===== src/rtl/ssb_pkg.sv =====
// ============================================================================
// ssb_pkg
// Shared types and constants of the scaled sprite blitter.
// ============================================================================
package ssb_pkg;

    // Default limits handed to the top level as parameter defaults.
    localparam int FRAME_DIM_MAX_DEF = 1024;
    localparam int ICON_DIM_MAX_DEF  = 64;
    localparam int SCALE_MAX_DEF     = 8;

    // Field widths fixed by the register map and the word formats.
    localparam int FRAME_CFG_W = 11;
    localparam int ORIGIN_W    = 12;
    localparam int SCALE_W     = 4;
    localparam int ICON_CFG_W  = 7;
    localparam int PIXEL_W     = 16;
    localparam int ADDR_W      = 20;
    localparam int CFG_IDX_W   = 3;
    localparam int CFG_DATA_W  = 12;

    // Internal widths: a clamped frame dimension (up to 4096), a clamped
    // icon dimension (up to 256) and a signed frame coordinate.
    localparam int DIM_W      = 13;
    localparam int ICON_DIM_W = 9;
    localparam int PROD_W     = 12;
    localparam int COORD_W    = 14;

    localparam logic [PIXEL_W-1:0] TRANSPARENT_KEY = 16'h0000;

    // Register indexes of the configuration port.
    localparam logic [CFG_IDX_W-1:0] REG_FRAME_WIDTH  = 3'd0;
    localparam logic [CFG_IDX_W-1:0] REG_FRAME_HEIGHT = 3'd1;
    localparam logic [CFG_IDX_W-1:0] REG_ORIGIN_X     = 3'd2;
    localparam logic [CFG_IDX_W-1:0] REG_ORIGIN_Y     = 3'd3;
    localparam logic [CFG_IDX_W-1:0] REG_SCALE        = 3'd4;
    localparam logic [CFG_IDX_W-1:0] REG_ICON_WIDTH   = 3'd5;
    localparam logic [CFG_IDX_W-1:0] REG_ICON_HEIGHT  = 3'd6;

    typedef enum logic [1:0] {
        ST_IDLE,
        ST_CLIP,
        ST_BASE,
        ST_EMIT
    } ssb_state_t;

    typedef struct packed {
        logic load;   // take a source pixel and advance the icon position
        logic clip;   // work out the visible rectangle of the block
        logic base;   // compute the first row's start address
        logic step;   // move to the next visible destination pixel
    } ssb_cmd_t;

    typedef struct packed {
        logic visible;  // the block has at least one write
        logic last;     // current write is the final one of the block
    } ssb_status_t;

endpackage


===== src/rtl/ssb_if.sv =====
// ============================================================================
// ssb_pixel_if / ssb_write_if
// Valid-ready channels for source pixels and frame-buffer writes.
// ============================================================================
interface ssb_pixel_if;
    logic        valid;
    logic        ready;
    logic [15:0] source_pixel;

    modport source (output valid, output source_pixel, input ready);
    modport sink   (input valid, input source_pixel, output ready);
endinterface

interface ssb_write_if;
    logic        valid;
    logic        ready;
    logic [19:0] write_address;
    logic [15:0] write_pixel;
    logic        run_last;

    modport source (output valid, output write_address, output write_pixel,
                    output run_last, input ready);
    modport sink   (input valid, input write_address, input write_pixel,
                    input run_last, output ready);
endinterface


===== src/rtl/scaled_sprite_blitter.sv =====
// ============================================================================
// scaled_sprite_blitter
// Replicates each non-black icon pixel into a clipped scale-by-scale block of
// frame-buffer writes.
// ============================================================================
//
//  Channel  Dir  Handshake     Word
//  -------  ---  ------------  ----------------------------------------------
//  src      in   valid/ready   source_pixel (RGB565, raster order)
//  dst      out  valid/ready   write_address, write_pixel, run_last
//  cfg      in   cfg_we        cfg_index selects the register, cfg_data value
//
//  Each source pixel takes three setup steps (accept, clip, row address)
//  and then one step per visible write; the walk over the clipped block in
//  the datapath gives one write a cycle while dst is ready. A stall on dst
//  holds the current write and the walk.
//  Reset loads the register defaults and puts the icon position at column 0,
//  row 0. One pixel is in flight at a time; src is ready only when idle.
//
module scaled_sprite_blitter #(
    parameter int FRAME_DIM_MAX = ssb_pkg::FRAME_DIM_MAX_DEF,
    parameter int ICON_DIM_MAX  = ssb_pkg::ICON_DIM_MAX_DEF,
    parameter int SCALE_MAX     = ssb_pkg::SCALE_MAX_DEF
) (
    input  logic                           clk,
    input  logic                           rst_n,
    ssb_pixel_if.sink                      src,
    ssb_write_if.source                    dst,
    input  logic                           cfg_we,
    input  logic [ssb_pkg::CFG_IDX_W-1:0]  cfg_index,
    input  logic [ssb_pkg::CFG_DATA_W-1:0] cfg_data
);
    import ssb_pkg::*;

    // Commands from the sequencer and status back from the datapath are the
    // only links between the two halves.
    ssb_cmd_t    cmd;
    ssb_status_t status;

    ssb_ctrl u_ctrl (
        .clk       (clk),
        .rst_n     (rst_n),
        .in_valid  (src.valid),
        .in_ready  (src.ready),
        .out_valid (dst.valid),
        .out_ready (dst.ready),
        .status    (status),
        .cmd       (cmd)
    );

    // The datapath holds the registers, the icon position, the clipped
    // window and the address walk; the output word comes straight from its
    // registers so it holds steady under a stall.
    ssb_datapath #(
        .FRAME_DIM_MAX (FRAME_DIM_MAX),
        .ICON_DIM_MAX  (ICON_DIM_MAX),
        .SCALE_MAX     (SCALE_MAX)
    ) u_datapath (
        .clk           (clk),
        .rst_n         (rst_n),
        .cfg_we        (cfg_we),
        .cfg_index     (cfg_index),
        .cfg_data      (cfg_data),
        .cmd           (cmd),
        .status        (status),
        .source_pixel  (src.source_pixel),
        .write_address (dst.write_address),
        .write_pixel   (dst.write_pixel),
        .run_last      (dst.run_last)
    );

endmodule


===== src/rtl/ssb_ctrl.sv =====
// ============================================================================
// ssb_ctrl
// Sequencer: accept a pixel, clip its block, then emit the visible writes.
// ============================================================================
module ssb_ctrl (
    input  logic                clk,
    input  logic                rst_n,
    input  logic                in_valid,
    output logic                in_ready,
    output logic                out_valid,
    input  logic                out_ready,
    input  ssb_pkg::ssb_status_t status,
    output ssb_pkg::ssb_cmd_t    cmd
);
    import ssb_pkg::*;

    ssb_state_t state_reg;
    ssb_state_t state_next;

    always_ff @(posedge clk or negedge rst_n)
    begin
        if (!rst_n)
        begin
            state_reg <= ST_IDLE;
        end
        else
        begin
            state_reg <= state_next;
        end
    end

    always_comb
    begin
        state_next = state_reg;
        cmd        = '0;
        in_ready   = 1'b0;
        out_valid  = 1'b0;
        unique case (state_reg)
            ST_IDLE:
            begin
                in_ready = 1'b1;
                if (in_valid)
                begin
                    cmd.load   = 1'b1;
                    state_next = ST_CLIP;
                end
            end
            ST_CLIP:
            begin
                cmd.clip   = 1'b1;
                state_next = ST_BASE;
            end
            ST_BASE:
            begin
                cmd.base   = 1'b1;
                state_next = status.visible ? ST_EMIT : ST_IDLE;
            end
            ST_EMIT:
            begin
                out_valid = 1'b1;
                if (out_ready)
                begin
                    cmd.step = 1'b1;
                    if (status.last)
                    begin
                        state_next = ST_IDLE;
                    end
                end
            end
            default:
            begin
                state_next = ST_IDLE;
            end
        endcase
    end

endmodule


===== src/rtl/ssb_datapath.sv =====
// ============================================================================
// ssb_datapath
// Configuration registers, icon position, clip window and address walk.
// ============================================================================
module ssb_datapath #(
    parameter int FRAME_DIM_MAX = ssb_pkg::FRAME_DIM_MAX_DEF,
    parameter int ICON_DIM_MAX  = ssb_pkg::ICON_DIM_MAX_DEF,
    parameter int SCALE_MAX     = ssb_pkg::SCALE_MAX_DEF
) (
    input  logic                              clk,
    input  logic                              rst_n,
    input  logic                              cfg_we,
    input  logic [ssb_pkg::CFG_IDX_W-1:0]     cfg_index,
    input  logic [ssb_pkg::CFG_DATA_W-1:0]    cfg_data,
    input  ssb_pkg::ssb_cmd_t                 cmd,
    output ssb_pkg::ssb_status_t              status,
    input  logic [ssb_pkg::PIXEL_W-1:0]       source_pixel,
    output logic [ssb_pkg::ADDR_W-1:0]        write_address,
    output logic [ssb_pkg::PIXEL_W-1:0]       write_pixel,
    output logic                              run_last
);
    import ssb_pkg::*;

    localparam int COL_W = (ICON_DIM_MAX > 1) ? $clog2(ICON_DIM_MAX) : 1;
    localparam logic [DIM_W-1:0]      FRAME_LIM = DIM_W'(FRAME_DIM_MAX);
    localparam logic [ICON_DIM_W-1:0] ICON_LIM  = ICON_DIM_W'(ICON_DIM_MAX);
    localparam logic [SCALE_W-1:0]    SCALE_LIM = SCALE_W'(SCALE_MAX);

    // Configuration registers.
    logic [FRAME_CFG_W-1:0]     frame_width_reg;
    logic [FRAME_CFG_W-1:0]     frame_height_reg;
    logic signed [ORIGIN_W-1:0] origin_x_reg;
    logic signed [ORIGIN_W-1:0] origin_y_reg;
    logic [SCALE_W-1:0]         scale_reg;
    logic [ICON_CFG_W-1:0]      icon_width_reg;
    logic [ICON_CFG_W-1:0]      icon_height_reg;

    always_ff @(posedge clk or negedge rst_n)
    begin
        if (!rst_n)
        begin
            frame_width_reg  <= FRAME_CFG_W'(480);
            frame_height_reg <= FRAME_CFG_W'(800);
            origin_x_reg     <= '0;
            origin_y_reg     <= '0;
            scale_reg        <= SCALE_W'(1);
            icon_width_reg   <= ICON_CFG_W'(64);
            icon_height_reg  <= ICON_CFG_W'(64);
        end
        else if (cfg_we)
        begin
            unique case (cfg_index)
                REG_FRAME_WIDTH:  frame_width_reg  <= cfg_data[FRAME_CFG_W-1:0];
                REG_FRAME_HEIGHT: frame_height_reg <= cfg_data[FRAME_CFG_W-1:0];
                REG_ORIGIN_X:     origin_x_reg     <= cfg_data[ORIGIN_W-1:0];
                REG_ORIGIN_Y:     origin_y_reg     <= cfg_data[ORIGIN_W-1:0];
                REG_SCALE:        scale_reg        <= cfg_data[SCALE_W-1:0];
                REG_ICON_WIDTH:   icon_width_reg   <= cfg_data[ICON_CFG_W-1:0];
                REG_ICON_HEIGHT:  icon_height_reg  <= cfg_data[ICON_CFG_W-1:0];
                default:          ;
            endcase
        end
    end

    // Clamped working values.
    logic [DIM_W-1:0]      fw;
    logic [DIM_W-1:0]      fh;
    logic [SCALE_W-1:0]    sc;
    logic [ICON_DIM_W-1:0] iw;
    logic [ICON_DIM_W-1:0] ih;
    logic [DIM_W-1:0]      fw_raw;
    logic [DIM_W-1:0]      fh_raw;
    logic [ICON_DIM_W-1:0] iw_raw;
    logic [ICON_DIM_W-1:0] ih_raw;

    always_comb
    begin
        fw_raw = DIM_W'(frame_width_reg);
        fh_raw = DIM_W'(frame_height_reg);
        iw_raw = ICON_DIM_W'(icon_width_reg);
        ih_raw = ICON_DIM_W'(icon_height_reg);
        fw = (fw_raw > FRAME_LIM) ? FRAME_LIM : fw_raw;
        fh = (fh_raw > FRAME_LIM) ? FRAME_LIM : fh_raw;
        if (scale_reg == '0)
            sc = SCALE_W'(1);
        else
            sc = (scale_reg > SCALE_LIM) ? SCALE_LIM : scale_reg;
        if (iw_raw == '0)
            iw = ICON_DIM_W'(1);
        else
            iw = (iw_raw > ICON_LIM) ? ICON_LIM : iw_raw;
        if (ih_raw == '0)
            ih = ICON_DIM_W'(1);
        else
            ih = (ih_raw > ICON_LIM) ? ICON_LIM : ih_raw;
    end

    // Icon position and the per-pixel block offsets.
    logic [COL_W-1:0]      col_reg;
    logic [COL_W-1:0]      row_reg;
    logic [ICON_DIM_W-1:0] col_inc;
    logic [ICON_DIM_W-1:0] row_inc;
    logic [PROD_W-1:0]     prodx_reg;
    logic [PROD_W-1:0]     prody_reg;
    logic [PIXEL_W-1:0]    pixel_reg;

    assign col_inc = ICON_DIM_W'(col_reg) + ICON_DIM_W'(1);
    assign row_inc = ICON_DIM_W'(row_reg) + ICON_DIM_W'(1);

    always_ff @(posedge clk or negedge rst_n)
    begin
        if (!rst_n)
        begin
            col_reg <= '0;
            row_reg <= '0;
        end
        else if (cmd.load)
        begin
            if (col_inc >= iw)
            begin
                col_reg <= '0;
                row_reg <= (row_inc >= ih) ? '0 : row_inc[COL_W-1:0];
            end
            else
            begin
                col_reg <= col_inc[COL_W-1:0];
            end
        end
    end

    always_ff @(posedge clk)
    begin
        if (cmd.load)
        begin
            prodx_reg <= PROD_W'(col_reg) * PROD_W'(sc);
            prody_reg <= PROD_W'(row_reg) * PROD_W'(sc);
            pixel_reg <= source_pixel;
        end
    end

    // Visible window of the block, clipped against the frame buffer.
    logic signed [COORD_W-1:0] bx;
    logic signed [COORD_W-1:0] by;
    logic signed [COORD_W-1:0] bxe;
    logic signed [COORD_W-1:0] bye;
    logic signed [COORD_W-1:0] fw_s;
    logic signed [COORD_W-1:0] fh_s;
    logic signed [COORD_W-1:0] xs;
    logic signed [COORD_W-1:0] ys;
    logic signed [COORD_W-1:0] xe;
    logic signed [COORD_W-1:0] ye;

    always_comb
    begin
        bx   = COORD_W'(origin_x_reg) + signed'(COORD_W'(prodx_reg));
        by   = COORD_W'(origin_y_reg) + signed'(COORD_W'(prody_reg));
        bxe  = bx + signed'(COORD_W'(sc));
        bye  = by + signed'(COORD_W'(sc));
        fw_s = signed'(COORD_W'(fw));
        fh_s = signed'(COORD_W'(fh));
        xs   = (bx < 0) ? '0 : bx;
        ys   = (by < 0) ? '0 : by;
        xe   = (bxe > fw_s) ? fw_s : bxe;
        ye   = (bye > fh_s) ? fh_s : bye;
    end

    logic signed [COORD_W-1:0] xs_reg;
    logic signed [COORD_W-1:0] xe_reg;
    logic signed [COORD_W-1:0] ye_reg;
    logic signed [COORD_W-1:0] x_reg;
    logic signed [COORD_W-1:0] y_reg;
    logic                      visible_reg;
    logic [ADDR_W-1:0]         row_base_reg;
    logic [2*DIM_W-1:0]        base_prod;

    assign base_prod = y_reg[DIM_W-1:0] * fw;

    always_ff @(posedge clk or negedge rst_n)
    begin
        if (!rst_n)
        begin
            visible_reg <= 1'b0;
        end
        else if (cmd.clip)
        begin
            visible_reg <= (xs < xe) && (ys < ye) && (pixel_reg != TRANSPARENT_KEY);
        end
    end

    always_ff @(posedge clk)
    begin
        if (cmd.clip)
        begin
            xs_reg <= xs;
            xe_reg <= xe;
            ye_reg <= ye;
            x_reg  <= xs;
            y_reg  <= ys;
        end
        else if (cmd.base)
        begin
            row_base_reg <= base_prod[ADDR_W-1:0];
        end
        else if (cmd.step)
        begin
            if (x_reg == xe_reg - COORD_W'(1))
            begin
                x_reg        <= xs_reg;
                y_reg        <= y_reg + COORD_W'(1);
                row_base_reg <= row_base_reg + ADDR_W'(fw);
            end
            else
            begin
                x_reg <= x_reg + COORD_W'(1);
            end
        end
    end

    assign status.visible = visible_reg;
    assign status.last    = (x_reg == xe_reg - COORD_W'(1)) &&
                            (y_reg == ye_reg - COORD_W'(1));

    assign write_address = row_base_reg + ADDR_W'(x_reg[DIM_W-1:0]);
    assign write_pixel   = pixel_reg;
    assign run_last      = status.last;

endmodule


===== src/flat_wrapper.sv =====
// flat-port wrapper written by rule: the top's interface ports become plain ports
module scaled_sprite_blitter_flat import ssb_pkg::*;
#(
    parameter int FRAME_DIM_MAX = ssb_pkg::FRAME_DIM_MAX_DEF,
    parameter int ICON_DIM_MAX  = ssb_pkg::ICON_DIM_MAX_DEF,
    parameter int SCALE_MAX     = ssb_pkg::SCALE_MAX_DEF
)
  (clk, rst_n, cfg_we, cfg_index, cfg_data, src_valid, src_source_pixel, src_ready, dst_valid, dst_write_address, dst_write_pixel, dst_run_last, dst_ready);
  ssb_pixel_if src_i ();
  ssb_write_if dst_i ();
  input  logic clk;
  input  logic rst_n;
  input  logic cfg_we;
  input  logic [ssb_pkg::CFG_IDX_W-1:0] cfg_index;
  input  logic [ssb_pkg::CFG_DATA_W-1:0] cfg_data;
  input wire logic [$bits(src_i.valid)-1:0] src_valid;
  input wire logic [$bits(src_i.source_pixel)-1:0] src_source_pixel;
  output wire logic [$bits(src_i.ready)-1:0] src_ready;
  output wire logic [$bits(dst_i.valid)-1:0] dst_valid;
  output wire logic [$bits(dst_i.write_address)-1:0] dst_write_address;
  output wire logic [$bits(dst_i.write_pixel)-1:0] dst_write_pixel;
  output wire logic [$bits(dst_i.run_last)-1:0] dst_run_last;
  input wire logic [$bits(dst_i.ready)-1:0] dst_ready;
  assign src_i.valid = src_valid;
  assign src_i.source_pixel = src_source_pixel;
  assign src_ready = src_i.ready;
  assign dst_valid = dst_i.valid;
  assign dst_write_address = dst_i.write_address;
  assign dst_write_pixel = dst_i.write_pixel;
  assign dst_run_last = dst_i.run_last;
  assign dst_i.ready = dst_ready;
  scaled_sprite_blitter #(.FRAME_DIM_MAX(FRAME_DIM_MAX), .ICON_DIM_MAX(ICON_DIM_MAX), .SCALE_MAX(SCALE_MAX)) u_core (.clk(clk), .rst_n(rst_n), .src(src_i), .dst(dst_i), .cfg_we(cfg_we), .cfg_index(cfg_index), .cfg_data(cfg_data));
endmodule

===== config.mk =====
export PLATFORM = sky130hd
export DESIGN_NAME = scaled_sprite_blitter_flat
export DESIGN_NICKNAME = d
export VERILOG_FILES = /design/src/rtl/ssb_pkg.sv /design/src/rtl/ssb_if.sv /design/src/rtl/scaled_sprite_blitter.sv /design/src/rtl/ssb_ctrl.sv /design/src/rtl/ssb_datapath.sv /design/src/flat_wrapper.sv
export SDC_FILE = /design/constraint.sdc
export NUM_CORES = 1
export LEC_CHECK = 0
export BUFFER_PORTS_ARGS = -buffer_cell sky130_fd_sc_hd__buf_2
export CORE_UTILIZATION = 58
export DETAILED_ROUTE_END_ITERATION = 12
export GPL_TIMING_DRIVEN = 1
export PLACE_DENSITY = 0.78
export SYNTH_ARGS = -nofsm -noshare
export SYNTH_HDL_FRONTEND = slang
export SYNTH_SLANG_ARGS = --single-unit

===== constraint.sdc =====
create_clock -name clk -period 6.65 [get_ports clk]
set_input_delay 1.6625 -clock clk [delete_from_list [all_inputs] [get_ports clk]]
set_output_delay 1.6625 -clock clk [all_outputs]
set_load 0.1 [all_outputs]

Word-level counts from Yosys, hierarchy flattened
Cells that the tools add are included.
- output and inout port bits: 39
- flip-flop bits (word level): 205
- input bits: 36
- $mul: 3
- bitwise logic cells: 1
- add/subtract/negate cells: 12
- magnitude comparators: 13
- reduce and logical (&&, ||, !) cells: 25
- eq/ne operators: 15
- muxes and demuxes: 38
- operators with widths (operator ; count):
    two-way mux 14 bit ; 12
    two-way mux 20 bit ; 3
    adder 13 x 5 -> 14 bit ; 2
    adder 14 x 2 -> 14 bit (second input constant) ; 2
    equality test 14 bit ; 2
    > comparator 14 x 12 -> 1 bit ; 2
    < comparator 14 bit ; 2
    two-way mux 7 bit ; 4
    subtractor 14 x 2 -> 14 bit (second input constant) ; 2
    adder 12 x 11 -> 13 bit ; 2
    < comparator 13 x 1 -> 1 bit (second input constant) ; 2
    > comparator 11 bit (second input constant) ; 2
    two-way mux 11 bit ; 2
    adder 20 x 11 -> 20 bit ; 1
    adder 20 x 13 -> 20 bit ; 1
    multiplier 13 x 11 -> 20 bit ; 1
    multiplier 6 x 4 -> 10 bit ; 2
    greater-or-equal comparator 7 x 9 -> 1 bit ; 2
    AND reduction 2 bit ; 9
    nonzero test 16 bit ; 1
    adder 6 x 1 -> 7 bit (second input constant) ; 2
    > comparator 7 bit (second input constant) ; 2
    zero test 7 bit ; 2
    two-way mux 6 bit ; 2
    other kinds (19) ; 43

Longest topological paths before layout
Gate-level depths: netlist of run 1.
- depth after elaboration: 9
- depth in mapped cells: 33

Hierarchy
A second synthesis of run 1 with hierarchy kept.
- cells, all modules: 1991
- area total of the unflattened synthesis: 19027.0 um^2
- by module, submodules not included (module ; instances ; cells each ; area an instance (um^2) ; seq. area each (um^2)):
    ssb_datapath ; 1 ; 1978 ; 18896.9 ; 5662.9
    ssb_ctrl ; 1 ; 13 ; 130.1 ; 50.0

Worst setup path after synthesis of run 1
OpenSTA, ideal clock, no wires.
- path kind: reg2reg
- from: reg u_core.u_datapath.origin_y_reg[0]
- to: reg u_core.u_datapath.visible_reg
- clock period less this slack: 6.266 ns
- setup slack: 0.384 ns
- arrival time: 6.165 ns
- buffers on the path: 1
- data required time: 6.549 ns
- cell stages (with the launch flop): 32
- cells stage by stage: dfrtp_1 > ha_1 > inv_1 > fa_1 > inv_1 > ha_1 > a21o_1 > a21o_1 > a21oi_1 > nor3_1 > and2_1 > xor2_1 > ha_1 > and4_1 > nand3_1 > nand4_1 > o21ai_0 > nor3_1 > o21bai_1 > nand2_1 > a311oi_4 > buf_4 > a31oi_1 > ha_1 > nor2b_1 > o21ai_0 > nand2b_1 > a211oi_1 > a22oi_1 > or3_1 > o2111a_1 > nor4_1
- word-level cells in the longest chain between the ends: 7
- elaborated cells on any way between the ends: 9
- classes of those cells: add/sub: 2; order compare: 3; mux: 2; reduce/logical: 2
- RTL lines (item ; RTL line ; source):
    start: declaration ; ssb_datapath.sv:33 ; logic signed [ORIGIN_W-1:0] origin_y_reg;
    start signal: assignment ; ssb_datapath.sv:56 ; REG_ORIGIN_Y: origin_y_reg <= cfg_data[ORIGIN_W-1:0];
    adder 12 x 11 -> 13 bit (*) ; ssb_datapath.sv:156 ; by = COORD_W'(origin_y_reg) + signed'(COORD_W'(prody_reg));
    adder 13 x 5 -> 14 bit ; ssb_datapath.sv:158 ; bye = by + signed'(COORD_W'(sc));
    > comparator 14 x 12 -> 1 bit ; ssb_datapath.sv:164 ; ye = (bye > fh_s) ? fh_s : bye;
    two-way mux 14 bit ; ssb_datapath.sv:164 ;
    < comparator 14 bit (*) ; ssb_datapath.sv:186 ; visible_reg <= (xs < xe) && (ys < ye) && (pixel_reg != TRANSPARENT_KEY);
    logical AND 1 bit (*) (2 in a row) ; ssb_datapath.sv:186 ;
    end signal: assignment ; ssb_datapath.sv:186 ;
    end: declaration ; ssb_datapath.sv:172 ; logic visible_reg;
Mark *: on every way between the ends. The rest lies on a longest branch, timed or not.
A chain may end at the register's enable or synchronous reset.

Final worst setup path of run 1
- from: reg u_core.u_datapath.frame_width_reg[10]
- to: reg u_core.u_datapath.row_base_reg[18] (data pin)
- word-level cells in the longest chain between the ends: 6
- elaborated cells on any way between the ends: 7
- classes of those cells: add/sub: 1; mul: 1; order compare: 1; mux: 4
- RTL lines (item ; RTL line ; source):
    start: declaration ; ssb_datapath.sv:30 ; logic [FRAME_CFG_W-1:0] frame_width_reg;
    start signal: assignment ; ssb_datapath.sv:53 ; REG_FRAME_WIDTH: frame_width_reg <= cfg_data[FRAME_CFG_W-1:0];
    > comparator 11 bit ; ssb_datapath.sv:82 ; fw = (fw_raw > FRAME_LIM) ? FRAME_LIM : fw_raw;
    two-way mux 11 bit (*) ; ssb_datapath.sv:82 ;
    branches (longest 3 deep; another with multiplier 13 x 11 -> 20 bit) ; - ;
    two-way mux 20 bit (*) ; ssb_datapath.sv:200 ; else if (cmd.base)
    end signal: assignment ; ssb_datapath.sv:202 ; row_base_reg <= base_prod[ADDR_W-1:0];
    end signal: assignment ; ssb_datapath.sv:210 ; row_base_reg <= row_base_reg + ADDR_W'(fw);
    end: declaration ; ssb_datapath.sv:173 ; logic [ADDR_W-1:0] row_base_reg;
Every way passes the cells marked *. The select of a mux whose other input is x is not followed.

==> impl_metrics.py, run 1 <==
metrics = {
    "run": {
        "cap_viol_max_count": 0,
    },
    "status": {
        "status": "finished, final reports clean",
    },
    "clock_tree": {
        "ctsLongestPathBuffers": 3,
        "cts.sinks": 203,
        "worstSkewPairLatency_ns": 0.55,
        "clockRootBuffer": "clkbuf_16",
        "cts_made_buffers": 25,
        "htree_levels": 1,
        "clk_pin_slew_ns": 0.07,
        "cts_tree": "built",
    },
    "sta": {
        "holdWs_ns": 0.512,
        "setup_ws_ns": 0.352,
        "fmax_mhz": 159,
        "worst_pin_slew_ns": 1.06,
        "report.final.slew_viol_count": 0,
        "slew_headroom": 0.287,
        "layout_min_cycle_time_ns": 6.30,
        "fin_skew_ns": 0.0159,
        "finalSetupTns_ns": 0,
        "setup_violations": 0,
        "hold_violations": 0,
        "timing.final.crit_share": 0.947,
    },
    "detailed_routing": {
        "vias": 14900,
        "drt-total-wl_um": 45500,
        "viasPerCell": 5.77,
        "wl_per_cell_um": 17.7,
        "post-route-drc-count": 0,
        "ant_nets": 0,
        "firstDrtPassIters": 5,
        "drt_iter0_drc": 887,
    },
    "synth": {
        "syn_area_per_cell_um2": 9.40,
        "synthTopCellsByArea": "edfxtp_1 19%, ha_1 12%, fa_1 12%",
        "synth_edf_count": 124,
        "synth.distinct_cells": 83,
        "synth_common_cells": "235 x nand2_1, 217 x inv_1, 186 x ha_1",
        "synth_top_area_share": 0.194,
        "synth_area_um2": 19200,
        "synth-async-reset-ratio": 0.389,
        "synth_cells": 2037,
        "seq_area_frac_synth": 0.298,
        "synth_flop_cell": "edfxtp_1",
        "synth_nets": 2374,
        "yosys.area.top_type": "edfxtp_1",
        "yosys_register_bits": 203,
        "yosysMostFrequentCell": "nand2_1",
        "yosysWarnings": 0,
    },
    "cells_and_area": {
        "area_delta_synth_final_pct": 10.0,
        "largest_register_ff_count": 20,
        "diodes": 0,
        "num-nets-final": 2451,
        "drive_gt1_frac": 0.131,
        "fin_area_um2": 21100,
        "num-fill-cells": 2677,
    },
    "setup_path": {
        "critPathCaptureType": "register",
        "crit_path_start_kind": "register",
        "cp.depth": 22,
        "timing.rr.start": "u_core.u_datapath.frame_width_reg[10]$_DFFE_PN0P_",
        "r2r_cells": 22,
        "worstPathArrival_ns": 6.58,
        "worstPathRequired_ns": 6.94,
        "critPathTopFamily": "adder cells",
        "slowest_delay_ns": 0.54,
        "slowest_stage": "fa_1",
        "crit_chain": "inv_1 > nand2_1 > inv_1 > nand2_1 > fa_1 > fa_1 > inv_1 > fa_1 > inv_1 > fa_1 > inv_1 > fa_1 > ha_1 > and2_1 > a31oi_1 > o21ai_0 > o41ai_1 > buf_4 > o21ai_0 > or4_1 > a31oi_1 > a21oi_1",
        "critical_path.max_fanout": 14,
        "critical_path_class": "register to register",
        "rrSetupSlack_ns": 0.35,
        "reg2reg_to": "u_core.u_datapath.row_base_reg[18]$_DFFE_PP_",
        "crit_buf_inv": 6,
    },
    "placement": {
        "pre_cts_ws_ns": -0.190,
        "io_buffers": 74,
        "placed_cell_area_um2": 20100,
        "gp_congestion": 0.983,
        "place_hpwl_um": 35500,
    },
    "grt": {
        "grt_max_degree": 62,
        "grt_usage": 0.277,
        "antenna_found_initial": 0,
        "grt_pass1_wl_um": 74800,
        "grt_overflow": 0,
        "grt_pass1_vias": 15200,
    },
    "floorplan": {
        "pin_count": 75,
        "rows": 66,
        "die_w_um": 184,
        "core_area_um2": 32500,
        "die-area_um2": 33700,
        "die_y_um": 184,
        "start_util": 0.589,
    },
    "worst_hold_path": {
        "min_to": "u_core.u_datapath.origin_x_reg[6]$_DFFE_PN0P_",
        "holdPathStages": 1,
        "hold_path.class": "register to register",
        "hold_start": "u_core.u_datapath.origin_x_reg[6]$_DFFE_PN0P_",
    },
}
[logic make-up after synthesis]
| family | Yosys count | synth area share |
|---|---|---|
| DFF | 203 | 0.298 |
| and+or+nand+nor | 652 | 0.166 |
| xor gates and xnor gates | 162 | 0.0752 |
| buffers and inverters | 293 | 0.0582 |
| AOI/OAI and AO/OA | 352 | 0.118 |
| muxes | 74 | 0.0431 |
| adders and majority gates | 301 | 0.242 |
[metrics by stage]
step,util,instances
floorplan,-,2037
global placement,0.619,2522
detailed placement,0.619,2522
CTS,0.644,2570
global route,0.648,2575
finish,0.648,2575
[routing by layer]
layer / track usage / vias up / share of wire
li1: - / 7110 / -
met1: 0.358 / 7177 / 0.43
met2: 0.475 / 450 / 0.48
met3: 0.0317 / 115 / 0.053
met4: 0.111 / 0 / 0.041
met5: 0 / - / 0
[what timing repair did]
item / CTS / global route
pin swaps: 1 / 11
resized for setup: 1 / 16
hold buffers: 0 / 0
endpoints found under the setup margin: 1 / 1
buffers inserted: 2 / 5
[final cells by class]
cell class / instances / area [um^2] / share of cell area
sequential: 203 / 5710 / 0.271
tap: 442 / 553 / 0.0262
inverter: 218 / 818 / 0.0388
timing repair buffer: 125 / 756 / 0.0359
multi-input combinational: 1541 / 12400 / 0.589
clock inverter: 12 / 95.1 / 0.00451
clock buffer: 34 / 722 / 0.0343
[cells in the final DEF (no fill, tap or decap), types with 30 or more instances in the layout]
master    instances
nor2_1          138
ha_1            184
nor3_1           30
xor2_1           63
mux2_2           64
a21oi_1          98
and2_1           73
fa_1            115
inv_1           216
nor2b_1          30
nand3_1          30
a21o_1           34
buf_4            52
o21ai_0          87
xnor2_1          95
nand2_1         234
edfxtp_1        124
buf_2            73
dfrtp_1          69
[how the worst max path moves through the flow]
stage	end	startpoint
3_5_place_dp	u_core.u_datapath.visible_reg$_DFFE_PN0P_	u_core.u_datapath.origin_y_reg[0]$_DFFE_PN0P_
2_1_floorplan	u_core.u_datapath.visible_reg$_DFFE_PN0P_	u_core.u_datapath.origin_y_reg[0]$_DFFE_PN0P_
6_report	u_core.u_datapath.row_base_reg[18]$_DFFE_PP_	u_core.u_datapath.frame_width_reg[10]$_DFFE_PN0P_
5_1_grt	u_core.u_datapath.visible_reg$_DFFE_PN0P_	u_core.u_datapath.origin_y_reg[0]$_DFFE_PN0P_
3_3_place_gp	u_core.u_datapath.visible_reg$_DFFE_PN0P_	u_core.u_datapath.origin_y_reg[0]$_DFFE_PN0P_
4_1_cts	u_core.u_datapath.visible_reg$_DFFE_PN0P_	u_core.u_datapath.origin_y_reg[0]$_DFFE_PN0P_
Power of run 1 is left out: the tool's default activity adds up to more than one toggle a clock period on the data nets, which glitch-free logic cannot reach.
==> run 2, diff against run 1 <==
Settings changed: GPL_TIMING_DRIVEN 1 to 0.
==> impl_metrics.py, run 2 (synthesis results as in run 1) <==
metrics = {
    "grt": {
        "grt_pass1_wl_um": 75800,
        "grt_pass1_vias": 15400,
        "antenna_found_initial": 1,
        "grt_usage": 0.282,
        "grt_overflow": 0,
        "grt_max_degree": 66,
    },
    "floorplan": {
        "die_w_um": 184,
        "start_util": 0.589,
        "die_y_um": 184,
        "rows": 66,
        "pin_count": 75,
        "core_area_um2": 32500,
        "die-area_um2": 33700,
    },
    "detailed_routing": {
        "wl_per_cell_um": 18.0,
        "vias": 15100,
        "ant_nets": 0,
        "firstDrtPassIters": 5,
        "drt_iter0_drc": 994,
        "drt-total-wl_um": 46900,
        "viasPerCell": 5.78,
        "post-route-drc-count": 0,
    },
    "setup_path": {
        "slowest_stage": "dfrtp_1",
        "startpoint": "u_core.u_datapath.origin_y_reg[1]$_DFFE_PN0P_",
        "critPathCaptureType": "register",
        "critical_path_class": "register to register",
        "slowest_delay_ns": 0.41,
        "worstPathRequired_ns": 7.06,
        "worstPathArrival_ns": 7.18,
        "crit_path_start_kind": "register",
        "timing.rr.start": "u_core.u_datapath.origin_y_reg[1]$_DFFE_PN0P_",
        "crit_top_cell": "ha_1",
        "critical_path.max_fanout": 6,
    },
    "clock_tree": {
        "ctsLongestPathBuffers": 3,
        "cts_made_buffers": 24,
        "worstSkewPairLatency_ns": 0.55,
        "cts.sinks": 203,
        "clockRootBuffer": "clkbuf_16",
        "clk_pin_slew_ns": 0.06,
        "htree_levels": 1,
        "cts_tree": "built",
    },
    "cells_and_area": {
        "fin_area_um2": 21300,
        "layout_commonest_cell": "nand2_1",
        "num-nets-final": 2488,
        "largest_register_ff_count": 20,
        "multiInputGateArea_um2": 12500,
        "most-common-layout-cells": "234 x nand2_1, 214 x inv_1, 182 x ha_1",
        "diodes": 0,
        "num-fill-cells": 2621,
        "seqCellArea_um2": 5710,
        "area_delta_synth_final_pct": 11.4,
        "drive_gt1_frac": 0.132,
    },
    "run": {
        "cap_viol_max_count": 0,
    },
    "status": {
        "violations": "negative setup slack",
        "status": "finished, violations left",
    },
    "worst_hold_path": {
        "hold_path.class": "register to register",
        "hold_start": "u_core.u_datapath.icon_width_reg[0]$_DFFE_PN0P_",
    },
    "sta": {
        "grt_setup_unrepaired": "true",
        "fmax_mhz": 148,
        "timing.final.crit_share": 1.02,
        "hold_violations": 0,
        "setup_ws_ns": -0.121,
        "setup_violations": 1,
        "report.final.slew_viol_count": 0,
        "worst_pin_slew_ns": 0.979,
        "layout_min_cycle_time_ns": 6.77,
        "slew_headroom": 0.338,
        "fin_skew_ns": 0.0246,
    },
    "placement": {
        "io_buffers": 74,
        "placed_cell_area_um2": 20100,
        "place_hpwl_um": 36200,
        "gp_congestion": 0.945,
    },
}
## run 2: path summary, 6_finish.rpt
path,endpoint,slack [ns],cells past startpoint
min in group asynchronous,u_core.u_datapath.icon_width_reg[2]$_DFFE_PN0P_,0.97,1
max in group asynchronous,u_core.u_datapath.frame_width_reg[8]$_DFFE_PN1P_,5.05,2
worst max register to register,u_core.u_datapath.visible_reg$_DFFE_PN0P_,-0.12,30
worst min-delay path,u_core.u_datapath.icon_width_reg[0]$_DFFE_PN0P_,0.51,1
worst max-delay path,u_core.u_datapath.visible_reg$_DFFE_PN0P_,-0.12,30
worst min register to register,u_core.u_datapath.icon_width_reg[0]$_DFFE_PN0P_,0.51,1
## run 2: critical path, delay by kind of cell, from the launching register on
family | cells | cell delay (ns)
and+or+nand+nor | 7 | 1.23
buffers and inverters | 3 | 0.38
xor gates and xnor gates | 1 | 0.18
DFF | 1 | 0.41
adders and majority gates | 4 | 1.18
AOI/OAI and AO/OA | 15 | 3.19
## run 2: area by class of cell
cell class / instances / area share
Multi-Input combinational cell: 1541 / 0.588
Sequential cell: 203 / 0.268
Inverter: 218 / 0.0385
Clock buffer: 28 / 0.0298
Tap cell: 442 / 0.0259
Timing Repair Buffer: 88 / 0.0246
Buffer: 75 / 0.0161
Clock inverter: 16 / 0.00926
## run 2: timing repair
item | CTS | global route
hold buffers | 0 | 0
resized for setup | 43 | 45
pin swaps | 9 | 29
endpoints found under the hold margin | 0 | 0
setup endpoints to repair | 7 | 5
buffers inserted | 4 | 7
## run 2: metrics by stage
step,cells,setup slack (ns),hold WS (ns),utilization,setup TNS [ns]
finish,2611,-0.121,0.506,0.656,-0.121
global route,2611,-0.332,0.516,0.656,-0.410
global placement,2553,-1.28,0.483,0.617,-2.29
CTS,2603,0.00737,0.508,0.650,0
floorplan,2037,0.384,0.473,-,0
detailed placement,2555,-1.47,0.493,0.619,-2.98
## run 2: metal layers
layer  part of all wire  vias up  track usage
met2               0.49      511        0.505
met3              0.054      108       0.0299
met1               0.42     7293        0.354
met5            0.00036        -            0
li1                   -     7180            -
met4              0.032        2       0.0917
Power of run 2 is left out for the same reason.
==> run 3, diff against run 2 <==
Settings changed: PLACE_DENSITY 0.78 to 0.79, SYNTH_HIERARCHICAL set to 1, TNS_END_PERCENT set to 10.
==> impl_metrics.py, run 3 <==
metrics = {
    "cells_and_area": {
        "num-nets-final": 2438,
        "drive_gt1_frac": 0.121,
        "instances_no_fill": 2553,
        "diodes": 0,
        "most-common-layout-cells": "239 x nand2_1, 210 x inv_1, 187 x ha_1",
        "largest_register_ff_count": 20,
        "layout_commonest_cell": "nand2_1",
        "area_delta_synth_final_pct": 10.8,
    },
    "detailed_routing": {
        "wl_met3_um": 1950,
        "wirelength_met1_um": 19000,
        "drt-total-wl_um": 45300,
        "firstDrtPassIters": 5,
        "vias": 14600,
        "post-route-drc-count": 0,
        "routed.top_layer": "met4",
        "viasPerCell": 5.70,
        "wl_met2_um": 22600,
        "wl_per_cell_um": 17.7,
        "ant_nets": 0,
        "drt_iter0_drc": 1102,
    },
    "synth": {
        "synth_area_um2": 19000,
        "synth_flop_cell": "edfxtp_1",
        "yosys_register_bits": 203,
        "synthTopCellsByArea": "edfxtp_1 20%, ha_1 12%, fa_1 12%",
        "yosysWarnings": 6,
        "yosysMostFrequentCell": "nand2_1",
        "synth_edf_count": 124,
        "synth-async-reset-ratio": 0.389,
        "synth_top_area_share": 0.196,
        "synth_cells": 1991,
        "synth_common_cells": "240 x nand2_1, 211 x inv_1, 187 x ha_1",
        "syn_area_per_cell_um2": 9.56,
        "synth.distinct_cells": 78,
        "seq_area_frac_synth": 0.300,
        "yosys.area.top_type": "edfxtp_1",
        "synth_nets": 2329,
    },
    "run": {
        "cap_viol_max_count": 0,
    },
    "floorplan": {
        "start_util": 0.597,
        "die_y_um": 183,
        "die-area_um2": 33500,
        "rows": 65,
        "die_w_um": 183,
        "pin_count": 75,
        "core_area_um2": 31900,
    },
    "sta": {
        "setup_violations": 0,
        "worst_pin_slew_ns": 0.962,
        "fin_skew_ns": 0.0173,
        "fmax_mhz": 155,
        "holdWs_ns": 0.500,
        "slew_headroom": 0.359,
        "hold_violations": 0,
        "timing.final.crit_share": 0.971,
        "layout_min_cycle_time_ns": 6.46,
        "report.final.slew_viol_count": 0,
    },
    "setup_path": {
        "worstPathArrival_ns": 6.88,
        "critical_path.max_fanout": 10,
        "critPathTopFamily": "simple AND/OR/NAND/NOR gates",
        "slowest_stage": "fa_1",
        "worstPathRequired_ns": 7.07,
        "critPathCaptureType": "register",
        "crit_buf_inv": 4,
        "slowest_delay_ns": 0.52,
        "critical_path_class": "register to register",
        "crit_path_start_kind": "register",
    },
    "clock_tree": {
        "worstSkewPairLatency_ns": 0.53,
        "cts_tree": "built",
        "clockRootBuffer": "clkbuf_16",
        "clk_pin_slew_ns": 0.07,
        "htree_levels": 1,
        "cts_made_buffers": 24,
        "ctsLongestPathBuffers": 3,
        "cts.sinks": 203,
    },
    "placement": {
        "gp_congestion": 0.978,
        "io_buffers": 74,
        "dp_cells": 2504,
        "place_hpwl_um": 35600,
    },
    "grt": {
        "grt_pass1_wl_um": 74400,
        "antenna_found_initial": 1,
        "grt_overflow": 0,
        "grt_max_degree": 67,
        "grt_usage": 0.278,
        "grt_pass1_vias": 15000,
    },
    "status": {
        "status": "finished, final reports clean",
    },
    "worst_hold_path": {
        "hold_path.class": "register to register",
    },
}
==> run 3: path summary, 6_finish.rpt <==
kind | slack (ns) | cells past startpoint | startpoint | end
min in group asynchronous | 0.98 | 1 | rst_n | u_core/u_datapath/frame_height_reg[6]$_DFFE_PN0P_
worst min register to register | 0.50 | 1 | u_core/u_datapath/frame_height_reg[1]$_DFFE_PN0P_ | u_core/u_datapath/frame_height_reg[1]$_DFFE_PN0P_
max in group asynchronous | 5.03 | 2 | rst_n | u_core/u_datapath/frame_width_reg[6]$_DFFE_PN1P_
worst min-delay path | 0.50 | 1 | u_core/u_datapath/frame_height_reg[1]$_DFFE_PN0P_ | u_core/u_datapath/frame_height_reg[1]$_DFFE_PN0P_
worst max register to register | 0.19 | 30 | u_core/u_datapath/origin_y_reg[0]$_DFFE_PN0P_ | u_core/u_datapath/visible_reg$_DFFE_PN0P_
worst max-delay path | 0.19 | 30 | u_core/u_datapath/origin_y_reg[0]$_DFFE_PN0P_ | u_core/u_datapath/visible_reg$_DFFE_PN0P_
==> run 3: timing repair <==
item,CTS,global route
resized for setup,14,33
gates cloned,0,1
pin swaps,0,1
buffers inserted,0,6
endpoints found under the setup margin,5,6
hold buffers,0,0
endpoints found under the hold margin,0,0
==> run 3: through the flow <==
step	cell area [um^2]	setup WS, ns	setup TNS, ns	utilization
global placement	19900	-0.553	-1.15	0.626
finish	21100	0.192	0	0.662
floorplan	19000	0.739	0	-
CTS	21000	-0.0280	-0.0512	0.658
detailed placement	20000	-0.612	-1.41	0.628
global route	21100	-0.0628	-0.0628	0.662
==> run 3: cells by family after synthesis <==
group,after synthesis,share of synthesized area
xor+xnor,164,0.0755
mux,88,0.0508
flops,203,0.300
simple gates,633,0.165
compound gates,320,0.108
buf+inv,281,0.0567
fa+ha+maj,302,0.244
==> run 3: cell type report <==
cell class / count / area [um^2]
Clock buffer: 27 / 622
Tap cell: 435 / 544
Timing Repair inverter: 1 / 7.51
Sequential cell: 203 / 5710
Fill cell: 2483 / 10800
Inverter: 213 / 803
Timing Repair Buffer: 84 / 490
Buffer: 66 / 299
Clock inverter: 17 / 295
Multi-Input combinational cell: 1507 / 12300
==> run 3: layer usage <==
| metal | global-route usage | up-vias |
|---|---|---|
| met2 | 0.491 | 392 |
| li1 | - | 7012 |
| met3 | 0.0262 | 103 |
| met5 | 0 | - |
| met1 | 0.351 | 7054 |
| met4 | 0.110 | 0 |
Power of run 3 is left out for the same reason.
